==> src/rtl/core/lmsf_pkg.sv <==
// Shared types and constants for the LMS adaptive FIR filter.
// No dependencies; every other module in rtl/core imports this package.
`default_nettype none

package lmsf_pkg;

  localparam int unsigned SAMPLE_W     = 16;
  localparam int unsigned WEIGHT_W     = 32;
  localparam int unsigned STEP_W       = 16;
  localparam int unsigned MUL_W        = SAMPLE_W + WEIGHT_W;
  localparam int unsigned TAPS_DEFAULT = 16;

  localparam int unsigned APB_ADDR_W = 3;
  localparam int unsigned APB_DATA_W = 32;

  // Register index, taken from paddr[2]
  localparam logic REG_STEP_SIZE     = 1'b0;
  localparam logic REG_OUTPUT_SELECT = 1'b1;

  localparam logic [STEP_W-1:0] STEP_SIZE_RESET = 16'd6554;

  // Operand selection of the shared multiplier
  typedef enum logic [1:0] {
    MUL_MAC = 2'd0,
    MUL_GE  = 2'd1,
    MUL_UPD = 2'd2
  } mul_op_e;

  typedef struct packed {
    logic    shift_in;
    mul_op_e mul_op;
    logic    prod_en;
    logic    tap_rot;
    logic    w_rot;
    logic    w_upd;
    logic    acc_en;
    logic    est_en;
    logic    ge_en;
    logic    res_ld;
  } lmsf_cmd_t;

  typedef struct packed {
    logic [STEP_W-1:0] step_size;
    logic              output_select;
  } lmsf_cfg_t;

endpackage

`default_nettype wire

==> src/rtl/core/lmsf_ctrl.sv <==
// Sequencer of the LMS adaptive FIR: handshakes, tap counter, datapath commands.
// Depends on lmsf_pkg.
`default_nettype none

module lmsf_ctrl #(
  parameter int unsigned TAPS = lmsf_pkg::TAPS_DEFAULT
) (
  input  wire logic               clk_i,
  input  wire logic               rst_ni,
  input  wire logic               in_valid_i,
  output logic                    in_ready_o,
  output logic                    out_valid_o,
  input  wire logic               out_ready_i,
  output lmsf_pkg::lmsf_cmd_t     cmd_o
);
  import lmsf_pkg::*;

  localparam int unsigned CNT_W = (TAPS > 1) ? $clog2(TAPS) : 1;
  localparam logic [CNT_W-1:0] CNT_LAST = CNT_W'(TAPS - 1);

  typedef enum logic [7:0] {
    ST_IDLE      = 8'b0000_0001,
    ST_MAC       = 8'b0000_0010,
    ST_MAC_DRAIN = 8'b0000_0100,
    ST_EST       = 8'b0000_1000,
    ST_GE        = 8'b0001_0000,
    ST_UPD       = 8'b0010_0000,
    ST_UPD_DRAIN = 8'b0100_0000,
    ST_FINISH    = 8'b1000_0000
  } state_e;

  state_e           state_q, state_d;
  logic [CNT_W-1:0] cnt_q, cnt_d;
  logic             out_valid_q, out_valid_d;
  logic             in_acc;
  logic             slot_free;

  assign in_ready_o  = (state_q == ST_IDLE);
  assign out_valid_o = out_valid_q;
  assign in_acc      = in_valid_i && in_ready_o;
  assign slot_free   = !out_valid_q || out_ready_i;

  always_comb begin
    state_d = state_q;
    cnt_d   = cnt_q;
    cmd_o   = '0;
    cmd_o.mul_op = MUL_MAC;
    unique case (state_q)
      ST_IDLE: begin
        if (in_acc) begin
          cmd_o.shift_in = 1'b1;
          cnt_d          = '0;
          state_d        = ST_MAC;
        end
      end
      ST_MAC: begin
        cmd_o.mul_op  = MUL_MAC;
        cmd_o.prod_en = 1'b1;
        cmd_o.tap_rot = 1'b1;
        cmd_o.w_rot   = 1'b1;
        cmd_o.acc_en  = (cnt_q != '0);
        if (cnt_q == CNT_LAST) begin
          state_d = ST_MAC_DRAIN;
        end else begin
          cnt_d = cnt_q + 1'b1;
        end
      end
      ST_MAC_DRAIN: begin
        cmd_o.acc_en = 1'b1;
        state_d      = ST_EST;
      end
      ST_EST: begin
        cmd_o.est_en = 1'b1;
        state_d      = ST_GE;
      end
      ST_GE: begin
        cmd_o.mul_op = MUL_GE;
        cmd_o.ge_en  = 1'b1;
        cnt_d        = '0;
        state_d      = ST_UPD;
      end
      ST_UPD: begin
        cmd_o.mul_op  = MUL_UPD;
        cmd_o.prod_en = 1'b1;
        cmd_o.tap_rot = 1'b1;
        cmd_o.w_upd   = (cnt_q != '0);
        if (cnt_q == CNT_LAST) begin
          state_d = ST_UPD_DRAIN;
        end else begin
          cnt_d = cnt_q + 1'b1;
        end
      end
      ST_UPD_DRAIN: begin
        cmd_o.w_upd = 1'b1;
        state_d     = ST_FINISH;
      end
      ST_FINISH: begin
        if (slot_free) begin
          cmd_o.res_ld = 1'b1;
          state_d      = ST_IDLE;
        end
      end
      default: begin
        state_d = ST_IDLE;
      end
    endcase
  end

  always_comb begin
    out_valid_d = out_valid_q;
    if (cmd_o.res_ld) begin
      out_valid_d = 1'b1;
    end else if (out_ready_i) begin
      out_valid_d = 1'b0;
    end
  end

  always_ff @(posedge clk_i or negedge rst_ni) begin
    if (!rst_ni) begin
      state_q     <= ST_IDLE;
      cnt_q       <= '0;
      out_valid_q <= 1'b0;
    end else begin
      state_q     <= state_d;
      cnt_q       <= cnt_d;
      out_valid_q <= out_valid_d;
    end
  end

  // A new result only overwrites a slot that is empty or being taken
  a_res_ld_slot: assert property (@(posedge clk_i) disable iff (!rst_ni)
    cmd_o.res_ld |-> (!out_valid_q || out_ready_i))
    else $error("result loaded over a pending result");

  // Block is busy on the cycle after a request is taken
  a_busy_after_acc: assert property (@(posedge clk_i) disable iff (!rst_ni)
    in_acc |=> !in_ready_o)
    else $error("input ready right after accept");

  // Weight and tap rings stay aligned during the dot product
  a_mac_aligned: assert property (@(posedge clk_i) disable iff (!rst_ni)
    cmd_o.w_rot |-> (cmd_o.tap_rot && cmd_o.prod_en && !cmd_o.w_upd))
    else $error("rings out of step in dot product");

  // Last update write-back is followed by result hand-off
  a_drain_to_finish: assert property (@(posedge clk_i) disable iff (!rst_ni)
    (state_q == ST_UPD_DRAIN) |=> (state_q == ST_FINISH) && !in_ready_o)
    else $error("update drain not followed by finish");

endmodule

`default_nettype wire

==> src/rtl/core/lmsf_datapath.sv <==
// Datapath of the LMS adaptive FIR: tap and weight rings, shared multiplier,
// accumulator, rounding and saturation. Depends on lmsf_pkg.
`default_nettype none

module lmsf_datapath #(
  parameter int unsigned TAPS = lmsf_pkg::TAPS_DEFAULT
) (
  input  wire logic                                  clk_i,
  input  wire logic                                  rst_ni,
  input  wire lmsf_pkg::lmsf_cmd_t                   cmd_i,
  input  wire lmsf_pkg::lmsf_cfg_t                   cfg_i,
  input  wire logic signed [lmsf_pkg::SAMPLE_W-1:0]  reference_sample_i,
  input  wire logic signed [lmsf_pkg::SAMPLE_W-1:0]  desired_sample_i,
  output logic signed [lmsf_pkg::SAMPLE_W-1:0]       result_sample_o
);
  import lmsf_pkg::*;

  localparam int unsigned ACC_W = MUL_W + $clog2(TAPS);

  localparam logic signed [ACC_W:0] EST_BIAS = 1 <<< 27;
  localparam logic signed [ACC_W:0] EST_HI   = 32767;
  localparam logic signed [ACC_W:0] EST_LO   = -32768;
  localparam logic signed [MUL_W-1:0] UPD_BIAS = 1 <<< 17;
  localparam logic signed [SAMPLE_W:0] ERR_HI  = 32767;
  localparam logic signed [SAMPLE_W:0] ERR_LO  = -32768;
  localparam logic signed [WEIGHT_W:0] W_HI    = (WEIGHT_W+1)'(33'sh0_7FFF_FFFF);
  localparam logic signed [WEIGHT_W:0] W_LO    = (WEIGHT_W+1)'(33'sh1_8000_0000);
  localparam logic signed [SAMPLE_W-1:0] S_MAX = 16'sh7FFF;
  localparam logic signed [SAMPLE_W-1:0] S_MIN = 16'sh8000;

  logic signed [SAMPLE_W-1:0] tap_q [TAPS];
  logic signed [WEIGHT_W-1:0] w_q   [TAPS];

  logic signed [SAMPLE_W-1:0] d_q;
  logic signed [MUL_W-1:0]    prod_q;
  logic signed [ACC_W-1:0]    acc_q;
  logic signed [SAMPLE_W-1:0] est_q;
  logic signed [SAMPLE_W-1:0] err_q;
  logic signed [WEIGHT_W-1:0] ge_q;
  logic signed [SAMPLE_W-1:0] result_q;

  logic signed [SAMPLE_W-1:0] mul_a;
  logic signed [WEIGHT_W-1:0] mul_b;
  logic signed [MUL_W-1:0]    mul_p;

  logic signed [ACC_W:0]      est_rnd;
  logic signed [SAMPLE_W-1:0] est_sat;
  logic signed [SAMPLE_W:0]   err_diff;
  logic signed [SAMPLE_W-1:0] err_sat;
  logic signed [MUL_W-1:0]    upd_rnd;
  logic signed [WEIGHT_W:0]   w_sum;
  logic signed [WEIGHT_W-1:0] w_new;

  // Shared multiplier operand select
  always_comb begin
    unique case (cmd_i.mul_op)
      MUL_MAC: begin
        mul_a = tap_q[0];
        mul_b = w_q[0];
      end
      MUL_GE: begin
        mul_a = err_q;
        mul_b = WEIGHT_W'(cfg_i.step_size);
      end
      MUL_UPD: begin
        mul_a = tap_q[0];
        mul_b = ge_q;
      end
      default: begin
        mul_a = tap_q[0];
        mul_b = w_q[0];
      end
    endcase
  end

  assign mul_p = MUL_W'(mul_a) * MUL_W'(mul_b);

  // Estimate: round the sum of Q5.43 products to Q1.15, saturate; error: saturated difference
  always_comb begin
    est_rnd = ((ACC_W+1)'(acc_q) + EST_BIAS) >>> 28;
    if (est_rnd > EST_HI) begin
      est_sat = S_MAX;
    end else if (est_rnd < EST_LO) begin
      est_sat = S_MIN;
    end else begin
      est_sat = est_rnd[SAMPLE_W-1:0];
    end
    err_diff = (SAMPLE_W+1)'(d_q) - (SAMPLE_W+1)'(est_sat);
    if (err_diff > ERR_HI) begin
      err_sat = S_MAX;
    end else if (err_diff < ERR_LO) begin
      err_sat = S_MIN;
    end else begin
      err_sat = err_diff[SAMPLE_W-1:0];
    end
  end

  // Weight update: round Q2.46 step to Q4.28, add, saturate
  always_comb begin
    upd_rnd = (prod_q + UPD_BIAS) >>> 18;
    w_sum   = (WEIGHT_W+1)'(w_q[0]) + (WEIGHT_W+1)'(upd_rnd);
    if (w_sum > W_HI) begin
      w_new = W_HI[WEIGHT_W-1:0];
    end else if (w_sum < W_LO) begin
      w_new = W_LO[WEIGHT_W-1:0];
    end else begin
      w_new = w_sum[WEIGHT_W-1:0];
    end
  end

  // Tap ring: shift in on accept, rotate toward index 0 while working
  always_ff @(posedge clk_i or negedge rst_ni) begin
    if (!rst_ni) begin
      for (int i = 0; i < TAPS; i++) begin
        tap_q[i] <= '0;
      end
    end else if (cmd_i.shift_in) begin
      tap_q[0] <= reference_sample_i;
      for (int i = 1; i < TAPS; i++) begin
        tap_q[i] <= tap_q[i-1];
      end
    end else if (cmd_i.tap_rot) begin
      for (int i = 0; i < TAPS - 1; i++) begin
        tap_q[i] <= tap_q[i+1];
      end
      tap_q[TAPS-1] <= tap_q[0];
    end
  end

  // Weight ring: plain rotate in dot product, rotate with write-back in update
  always_ff @(posedge clk_i or negedge rst_ni) begin
    if (!rst_ni) begin
      for (int i = 0; i < TAPS; i++) begin
        w_q[i] <= '0;
      end
    end else if (cmd_i.w_rot || cmd_i.w_upd) begin
      for (int i = 0; i < TAPS - 1; i++) begin
        w_q[i] <= w_q[i+1];
      end
      w_q[TAPS-1] <= cmd_i.w_upd ? w_new : w_q[0];
    end
  end

  always_ff @(posedge clk_i) begin
    if (cmd_i.shift_in) begin
      d_q   <= desired_sample_i;
      acc_q <= '0;
    end else if (cmd_i.acc_en) begin
      acc_q <= acc_q + ACC_W'(prod_q);
    end
    if (cmd_i.prod_en) begin
      prod_q <= mul_p;
    end
    if (cmd_i.est_en) begin
      est_q <= est_sat;
      err_q <= err_sat;
    end
    if (cmd_i.ge_en) begin
      ge_q <= mul_p[WEIGHT_W-1:0];
    end
    if (cmd_i.res_ld) begin
      result_q <= cfg_i.output_select ? err_q : est_q;
    end
  end

  assign result_sample_o = result_q;

endmodule

`default_nettype wire

==> src/rtl/core/lms_adaptive_fir.sv <==
// Top level of the LMS adaptive FIR filter: APB register file, sequencer
// and datapath. Depends on lmsf_pkg, lmsf_ctrl and lmsf_datapath.
//
//  channel | signals                                        | dir | accepted when
//  --------+------------------------------------------------+-----+------------------------
//  in      | in_valid_i/in_ready_o, reference/desired_sample | in  | in_valid_i & in_ready_o
//  out     | out_valid_o/out_ready_i, result_sample_o       | out | out_valid_o & out_ready_i
//  cfg     | psel penable pwrite paddr pwdata prdata pready | in  | psel & penable & pwrite
//
// A request is taken only in idle, after the previous one is through; the
// shared 16x32 multiplier does TAPS dot-product products, then one
// step*error product, then TAPS weight-update products.
// Result is registered; the next request is taken while it waits.
// Reset (rst_ni, async low) clears taps, weights and handshake state; no
// clearing pass. A stalled output holds the sequencer in its finish state.
`default_nettype none

module lms_adaptive_fir #(
  parameter int unsigned TAPS = lmsf_pkg::TAPS_DEFAULT
) (
  input  wire logic                                  clk_i,
  input  wire logic                                  rst_ni,
  // input request channel
  input  wire logic                                  in_valid_i,
  output logic                                       in_ready_o,
  input  wire logic signed [lmsf_pkg::SAMPLE_W-1:0]  reference_sample_i,
  input  wire logic signed [lmsf_pkg::SAMPLE_W-1:0]  desired_sample_i,
  // result channel
  output logic                                       out_valid_o,
  input  wire logic                                  out_ready_i,
  output logic signed [lmsf_pkg::SAMPLE_W-1:0]       result_sample_o,
  // APB configuration port
  input  wire logic                                  psel,
  input  wire logic                                  penable,
  input  wire logic                                  pwrite,
  input  wire logic [lmsf_pkg::APB_ADDR_W-1:0]       paddr,
  input  wire logic [lmsf_pkg::APB_DATA_W-1:0]       pwdata,
  output logic [lmsf_pkg::APB_DATA_W-1:0]            prdata,
  output logic                                       pready
);
  import lmsf_pkg::*;

  logic [STEP_W-1:0] step_size_q, step_size_d;
  logic              output_select_q, output_select_d;
  logic              reg_idx;
  logic              cfg_wr;
  lmsf_cmd_t         cmd;
  lmsf_cfg_t         cfg;

  // No wait states on the APB side
  assign pready  = 1'b1;
  assign cfg_wr  = psel && penable && pwrite && pready;
  assign reg_idx = paddr[2];

  always_comb begin
    step_size_d     = step_size_q;
    output_select_d = output_select_q;
    if (cfg_wr) begin
      unique case (reg_idx)
        REG_STEP_SIZE:     step_size_d     = pwdata[STEP_W-1:0];
        REG_OUTPUT_SELECT: output_select_d = pwdata[0];
        default: begin
        end
      endcase
    end
  end

  always_ff @(posedge clk_i or negedge rst_ni) begin
    if (!rst_ni) begin
      step_size_q     <= STEP_SIZE_RESET;
      output_select_q <= 1'b0;
    end else begin
      step_size_q     <= step_size_d;
      output_select_q <= output_select_d;
    end
  end

  // Readback: register value zero-extended to the bus
  always_comb begin
    unique case (reg_idx)
      REG_STEP_SIZE:     prdata = APB_DATA_W'(step_size_q);
      REG_OUTPUT_SELECT: prdata = APB_DATA_W'(output_select_q);
      default:           prdata = '0;
    endcase
  end

  assign cfg.step_size     = step_size_q;
  assign cfg.output_select = output_select_q;

  lmsf_ctrl #(
    .TAPS (TAPS)
  ) u_ctrl (
    .clk_i       (clk_i),
    .rst_ni      (rst_ni),
    .in_valid_i  (in_valid_i),
    .in_ready_o  (in_ready_o),
    .out_valid_o (out_valid_o),
    .out_ready_i (out_ready_i),
    .cmd_o       (cmd)
  );

  lmsf_datapath #(
    .TAPS (TAPS)
  ) u_datapath (
    .clk_i              (clk_i),
    .rst_ni             (rst_ni),
    .cmd_i              (cmd),
    .cfg_i              (cfg),
    .reference_sample_i (reference_sample_i),
    .desired_sample_i   (desired_sample_i),
    .result_sample_o    (result_sample_o)
  );

endmodule

`default_nettype wire

==> config.mk <==
export PLATFORM = sky130hd
export DESIGN_NAME = lms_adaptive_fir
export DESIGN_NICKNAME = d
export VERILOG_FILES = /design/src/rtl/core/lmsf_pkg.sv /design/src/rtl/core/lmsf_ctrl.sv /design/src/rtl/core/lmsf_datapath.sv /design/src/rtl/core/lms_adaptive_fir.sv
export SDC_FILE = /design/constraint.sdc
export NUM_CORES = 2
export LEC_CHECK = 0
export ABC_AREA = 1
export BUFFER_PORTS_ARGS = -buffer_cell sky130_fd_sc_hd__buf_2
export CAP_MARGIN = 20
export CORE_MARGIN = 1
export CORE_UTILIZATION = 30
export CTS_CLUSTER_SIZE = 16
export DETAILED_ROUTE_END_ITERATION = 8
export PLACE_DENSITY = 0.46
export SLEW_MARGIN = 20
export SYNTH_ARGS = -nofsm -noshare
export SYNTH_HDL_FRONTEND = slang
export SYNTH_SLANG_ARGS = --single-unit
==> constraint.sdc <==
create_clock -name clk_i -period 7.4 [get_ports clk_i]
set_input_delay 1.11 -clock clk_i [delete_from_list [all_inputs] [get_ports clk_i]]
set_output_delay 1.11 -clock clk_i [all_outputs]
set_load 0.02 [all_outputs]
-- Yosys cells after proc, flatten, opt, wreduce, memory -nomap -nowiden
Cells that the tools add are included.
Widths: inputs -> output; s select.
- bitwise logic cells: 1
- magnitude comparators: 6
- $add $sub $neg: 6
- eq/ne operators: 16
- multipliers: 1
- mux-type cells: 33
- reduce and logical (&&, ||, !) cells: 15
- operators by type and width (kind ; count):
    $mux 256 ; 2
    $pmux 32 s2 ; 2
    $mux 32 ; 3
    $mux 16 ; 5
    $pmux 8 s8 ; 1
    $add 52x29->53 const B ; 1
    $add 52x48->52 ; 1
    $add 48x19->48 const B ; 1
    $mul 16x32->48 ; 1
    $add 32x30->33 ; 1
    $gt 33x32->1 const B ; 1
    $lt 33x32->1 const B ; 1
    $mux 8 ; 4
    $gt 25x16->1 const B ; 1
    $lt 25x16->1 const B ; 1
    $gt 17x16->1 const B ; 1
    $lt 17x16->1 const B ; 1
    $sub 16x16->17 ; 1
    $pmux 4 s3 ; 1
    $mux 1 ; 9
    $eq 8x1->1 const B ; 1
    $eq 8x2->1 const B ; 1
    $eq 8x3->1 const B ; 1
    $eq 8x4->1 const B ; 1
    other kinds (25) ; 35
- output and inout bits: 51
- register bits after elaboration: 994
- input port bits: 74
- logic and storage cells: 122

-- Longest topological paths before layout
- word-level depth: 7
- gate-level depth with buffers: 37
- mapped depth without buffers: 35

-- Modules after synthesis
A second synthesis with hierarchy kept.
- cell total of the unflattened synthesis: 8121
- area, all modules: 65982.0 um^2
- modules (own cells, without submodules) (module ; times used ; cells each ; sequential area each (um^2) ; area an instance (um^2)):
    lmsf_datapath ; 1 ; 7869 ; 24583.6 ; 64008.9
    lms_adaptive_fir ; 1 ; 131 ; 434.2 ; 1031.0
    lmsf_ctrl ; 1 ; 121 ; 326.6 ; 942.2

-- Worst setup path after synthesis
No wires, ideal clock.
- path kind: reg2reg
- start point: register u_ctrl.state_q[2]
- end point: register u_datapath.prod_q[45], data pin
- data required time: 7147 ps
- arrival: 6638 ps
- setup slack: 509 ps
- setup time: 253 ps
- buffers on the path: 1
- period minus slack after synthesis: 6891 ps
- stages on the path, launching flop included: 31
- cell sequence: dfrtp_1 > nor2_2 > inv_2 > nor2_4 > nand2_2 > inv_2 > nor2_4 > inv_2 > o21ai_1 > inv_1 > buf_2 > nor2_2 > fa_1 > inv_1 > fa_1 > inv_1 > fa_1 > fa_1 > fa_1 > inv_1 > fa_1 > inv_1 > ha_1 > a21o_1 > or2_2 > a21oi_1 > nor2_1 > nor4_1 > nand3_1 > nand2_1 > nand2_1
- longest elaborated chain between the ends: 5
- elaborated cells between the ends (all ways): 8
- those cells by class: mul (1); eq/ne (4); mux (3)
- ends and longest elaborated chain (item ; line ; RTL):
    start, declared ; lmsf_ctrl.sv:32 ; state_e state_q, state_d;
    start signal, assigned ; lmsf_ctrl.sv:124 ; state_q <= state_d;
    $eq 8x6->1 / $eq 8x5->1 (equally long branches) ; lmsf_ctrl.sv:48 ; unique case (state_q)
    $pmux 2 s2 (*) ; lmsf_ctrl.sv:48 ;
    $eq 2x2->1 / $eq 2x1->1 (equally long branches) ; lmsf_datapath.sv:56 ; unique case (cmd_i.mul_op)
    $pmux 32 s2 / $mux 16 (equally long branches) ; lmsf_datapath.sv:56 ;
    $mul 16x32->48 (*) ; lmsf_datapath.sv:76 ; assign mul_p = MUL_W'(mul_a) * MUL_W'(mul_b);
    named net u_datapath.mul_p[45] ; lmsf_datapath.sv:44 ; logic signed [MUL_W-1:0] mul_p;
    end signal, assigned ; lmsf_datapath.sv:152 ; prod_q <= mul_p;
    end, declared ; lmsf_datapath.sv:35 ; logic signed [MUL_W-1:0] prod_q;
The timed path passes the listed nets; every way through them passes the cells marked *.
A chain may end at the register's enable or synchronous reset.

-- Worst setup path in the final report
- start point: register u_ctrl.state_q[6]
- end point: register u_datapath.prod_q[28], data pin
Same word-level chain as after synthesis.

==> metrics.md <==
| Metric | Value |
|---|---|
| Outcome | finished clean |
| CP startpoint kind | flop |
| GRT Util Overall | 19.1% |
| Initial antenna violation count | 6 |
| Pint | 14,500 uW |
| Sequential area share after synthesis | 37.9% |
| Place WS | -0.319 ns |
| Crit path kind | flop to flop |
| Library cells used by synthesis | 56 |
| Min Tclk post-route | 7.24 ns |
| TritonCTS Buffers | 112 |
| MaxCap Viol Count | 0 |
| Dominant synthesized flop cell | dfrtp_1 |
| First-pass iteration count of the detailed router | 6 |
| CP required | 7.86 ns |
| Ports | 125 |
| Die Height | 474 um |
| Worst-Skew Late Latency | roughly 0.76 ns |
| DRC | 0 |
| Most frequent cells in the layout | nand2_1, inv_1, dfrtp_1, nor2_1, o21ai_0 |
| Crit path top cell by count | fa_1 |
| Flops & latches, synth | 994 |
| Clock power share | 22.0% |
| RSZ-0062 raised after global routing | true |
| Iteration-0 DRC Markers | 4,128 |
| WP buf/inv | 13 |
| Clk Tree Root Cell | clkbuf_16 |
| Commonest non-fill, non-tap cell in the layout | nand2_1 |
| Skew final | 0.0674 ns |
| Power per cell area | 331 nW/um^2 |
| I/O Buffers | 89 |
| Post-route core utilization | 35.8% |
| Layout cells sized above 1 | 12.5% |
| Pins Over Slew Limit | 0 |
| Sequential share of power | 30.9% |
| Post-route ant nets | 0 |
| TritonCTS clock tree | done |
| Worst IR Drop VDD | 380 uV |
| Hold_buf cts | 0 |
| Die width | 474 um |
| Least-Margin Pin Slew | roughly 1.1 ns |
| Top delay family on crit path | adder cells |
| Routed vias | 54,608 |
| RD Place Congestion | 0.924 |
| Syn. warnings | 0 |
| Post-Syn Area per Cell | 7.95 sq um |
| Logic pwr share | 47.1% |
| Hold Slack | 0.424 ns |
| CP arrival | 7.70 ns |
| Slowest-stage cell, CP | fa_1 |
| Largest net degree at the start of global routing | about 200 |
| H-tree levels | 3 |
| Row cnt | between 150 and 200 |
| Grt total ovfl | 0 |
| Area Overhead vs Synth | 18.1% |
| Period utilisation layout | 97.8% |
| Routed len/inst | between 15 and 20 um |
| Switching power | 11,600 uW |
| Synth Instances | 8,405 |
| EDFF count, synth | 144 |
| Die Footprint | about 220,000 sq um |
| Final Hold Viols | 0 |
| Clk pin slew, worst setup/hold paths | 0.06 ns |
| Hpwl dp | 161 mm |
| CTS Buffer Depth | 3 |
| Starting Density | 30.3% |
| Fmax | 138 MHz |
| Core Footprint | 220,000 sq um |
| Critical Path Fanout Max | 9 |
| Final nets | 9,544 |
| Crit-path max cell delay | 0.59 ns |
| Mapped Area | ~67,000 sq um |
| Setup WS post-layout | 0.165 ns |
| Vias in the first global route | ~55,000 |
| Lkg Pwr | 0.0391 uW |
| Setup violators final | 0 |
| Dpl cells | 11,572 |
| Net Sw Frac | 44.3% |
| Fraction of registers with async set/reset | 80.3% |
| Total Wirelength | 216 mm |
| Slew headroom | 29.7% |
| CP endpoint kind | flop |
| First-pass GRT wire length | 332 mm |
| Sink Count | 994 |
| Vias/cell | 4.62 |
| Hold WC Path Type | flop to flop |
| Final non-filler cell total | 11,821 |
-- worst reg2reg max path, delay by kind of cell, from the launching register on --
| family | cells | cell delay (ns) |
|---|---|---|
| adders and majority gates | 7 | 3.47 |
| AOI/OAI and AO/OA | 6 | 0.83 |
| and+or+nand+nor | 5 | 0.57 |
| xor gates and xnor gates | 1 | 0.18 |
| DFF | 1 | 0.39 |
| buffers and inverters | 13 | 1.53 |
-- layout make-up --
cell class	instances	area [sq um]
Multi-Input combinational cell	5831	36300
Inverter	1251	4760
Fill cell	23131	142000
Clock inverter	42	528
Sequential cell	994	25300
Timing Repair Buffer	574	4910
Tap cell	2958	3700
Antenna cell	1	2.50
Clock buffer	170	3300
-- routing by layer --
metal,GRT usage (%),share of wire (%),vias to the layer above
met3,2.20,3.7,258
met5,0,0.0060,-
li1,-,-,26649
met1,26.4,47,26778
met4,6.37,3.3,2
met2,31.0,46,921
-- synth_stat cells (all sizes together) (4+ instances only) --
library cell,number,area (sq um)
nand2,2631,9900
inv,1248,4690
dfrtp,790,19800
nor2,786,2990
o21ai,644,3290
a21oi,504,2590
fa,489,9790
buf,229,1320
ha,217,2720
nand3,156,786
edfxtp,144,4320
clkbuf,115,433
xor2,96,841
dfxtp,52,1040
o21bai,49,368
nor3,47,255
xnor2,46,403
nand4,45,294
o22ai,26,206
nor4,15,100
a21o,13,97.6
a31oi,12,75.1
dfstp,8,210
o211ai,7,52.6
nand3b,6,45.0
o21a,5,37.5
a21boi,4,30.0
and3,4,25.0
-- stage by stage --
| step | cell area [sq um] | setup TNS (ns) | total power [uW] |
|---|---|---|---|
| floorplan | 66800 | 0 | 15400 |
| global placement | 73300 | -7.69 | 19800 |
| detailed placement | 73300 | -7.80 | 19900 |
| CTS | 77300 | -0.000866 | 25900 |
| global route | 78900 | -1.28 | 28100 |
| finish | 78900 | 0 | 26100 |
-- power groups by stage --
stage / sequential [uW] / combinational (uW) / clock, uW
4_1_cts: 8060 / 11900 / 5940
5_1_grt: 8220 / 13800 / 6140
2_1_floorplan: 7730 / 7650 / 0
6_report: 8070 / 12300 / 5730
3_5_place_dp: 8150 / 11800 / 0
3_3_place_gp: 8130 / 11700 / 0
-- final timing paths --
| kind | from | endpoint | slack [ns] | cells after the start |
|---|---|---|---|---|
| min in group asynchronous | rst_ni | u_datapath.tap_q[107]$_DFFE_PN0P_ | 0.44 | 1 |
| min | u_datapath.w_q[71]$_DFFE_PN0P_ | u_datapath.w_q[103]$_DFFE_PN0P_ | 0.42 | 2 |
| max | u_ctrl.state_q[6]$_DFFE_PN0P_ | u_datapath.prod_q[28]$_DFFE_PP_ | 0.16 | 32 |
| min reg2reg | u_datapath.w_q[71]$_DFFE_PN0P_ | u_datapath.w_q[103]$_DFFE_PN0P_ | 0.42 | 2 |
| max reg2reg | u_ctrl.state_q[6]$_DFFE_PN0P_ | u_datapath.prod_q[28]$_DFFE_PP_ | 0.16 | 32 |
| max in group asynchronous | rst_ni | u_ctrl.state_q[1]$_DFFE_PN0P_ | 5.45 | 2 |
-- cells by family after synthesis --
group,count (synthesis),synth area share (%)
and+or+nand+nor,3695,21.6
buffers and inverters,1595,9.66
AOI/OAI and AO/OA,1271,10.2
DFF,994,37.9
adders and majority gates,706,18.7
xor gates and xnor gates,142,1.86
other,2,0.0112
-- flip-flops by register name, indices dropped and copies added, names as in the netlist, 32 cells and up --
register and flops:
u_datapath.tap_q 256, u_datapath.prod_q 48, u_datapath.ge_q 32, u_datapath.acc_q 52
u_datapath.w_q 512
-- repair_timing --
| item | 4_1_cts | 5_1_grt |
|---|---|---|
| cloned | 0 | 3 |
| endpoints found under the hold margin | 0 | 0 |
| buffers inserted | 3 | 30 |
| resized for setup | 49 | 303 |
| pin swaps | 1 | 71 |
| endpoints found under the setup margin | 48 | 58 |
No activity file was read; power rests on OpenSTA's default activity.
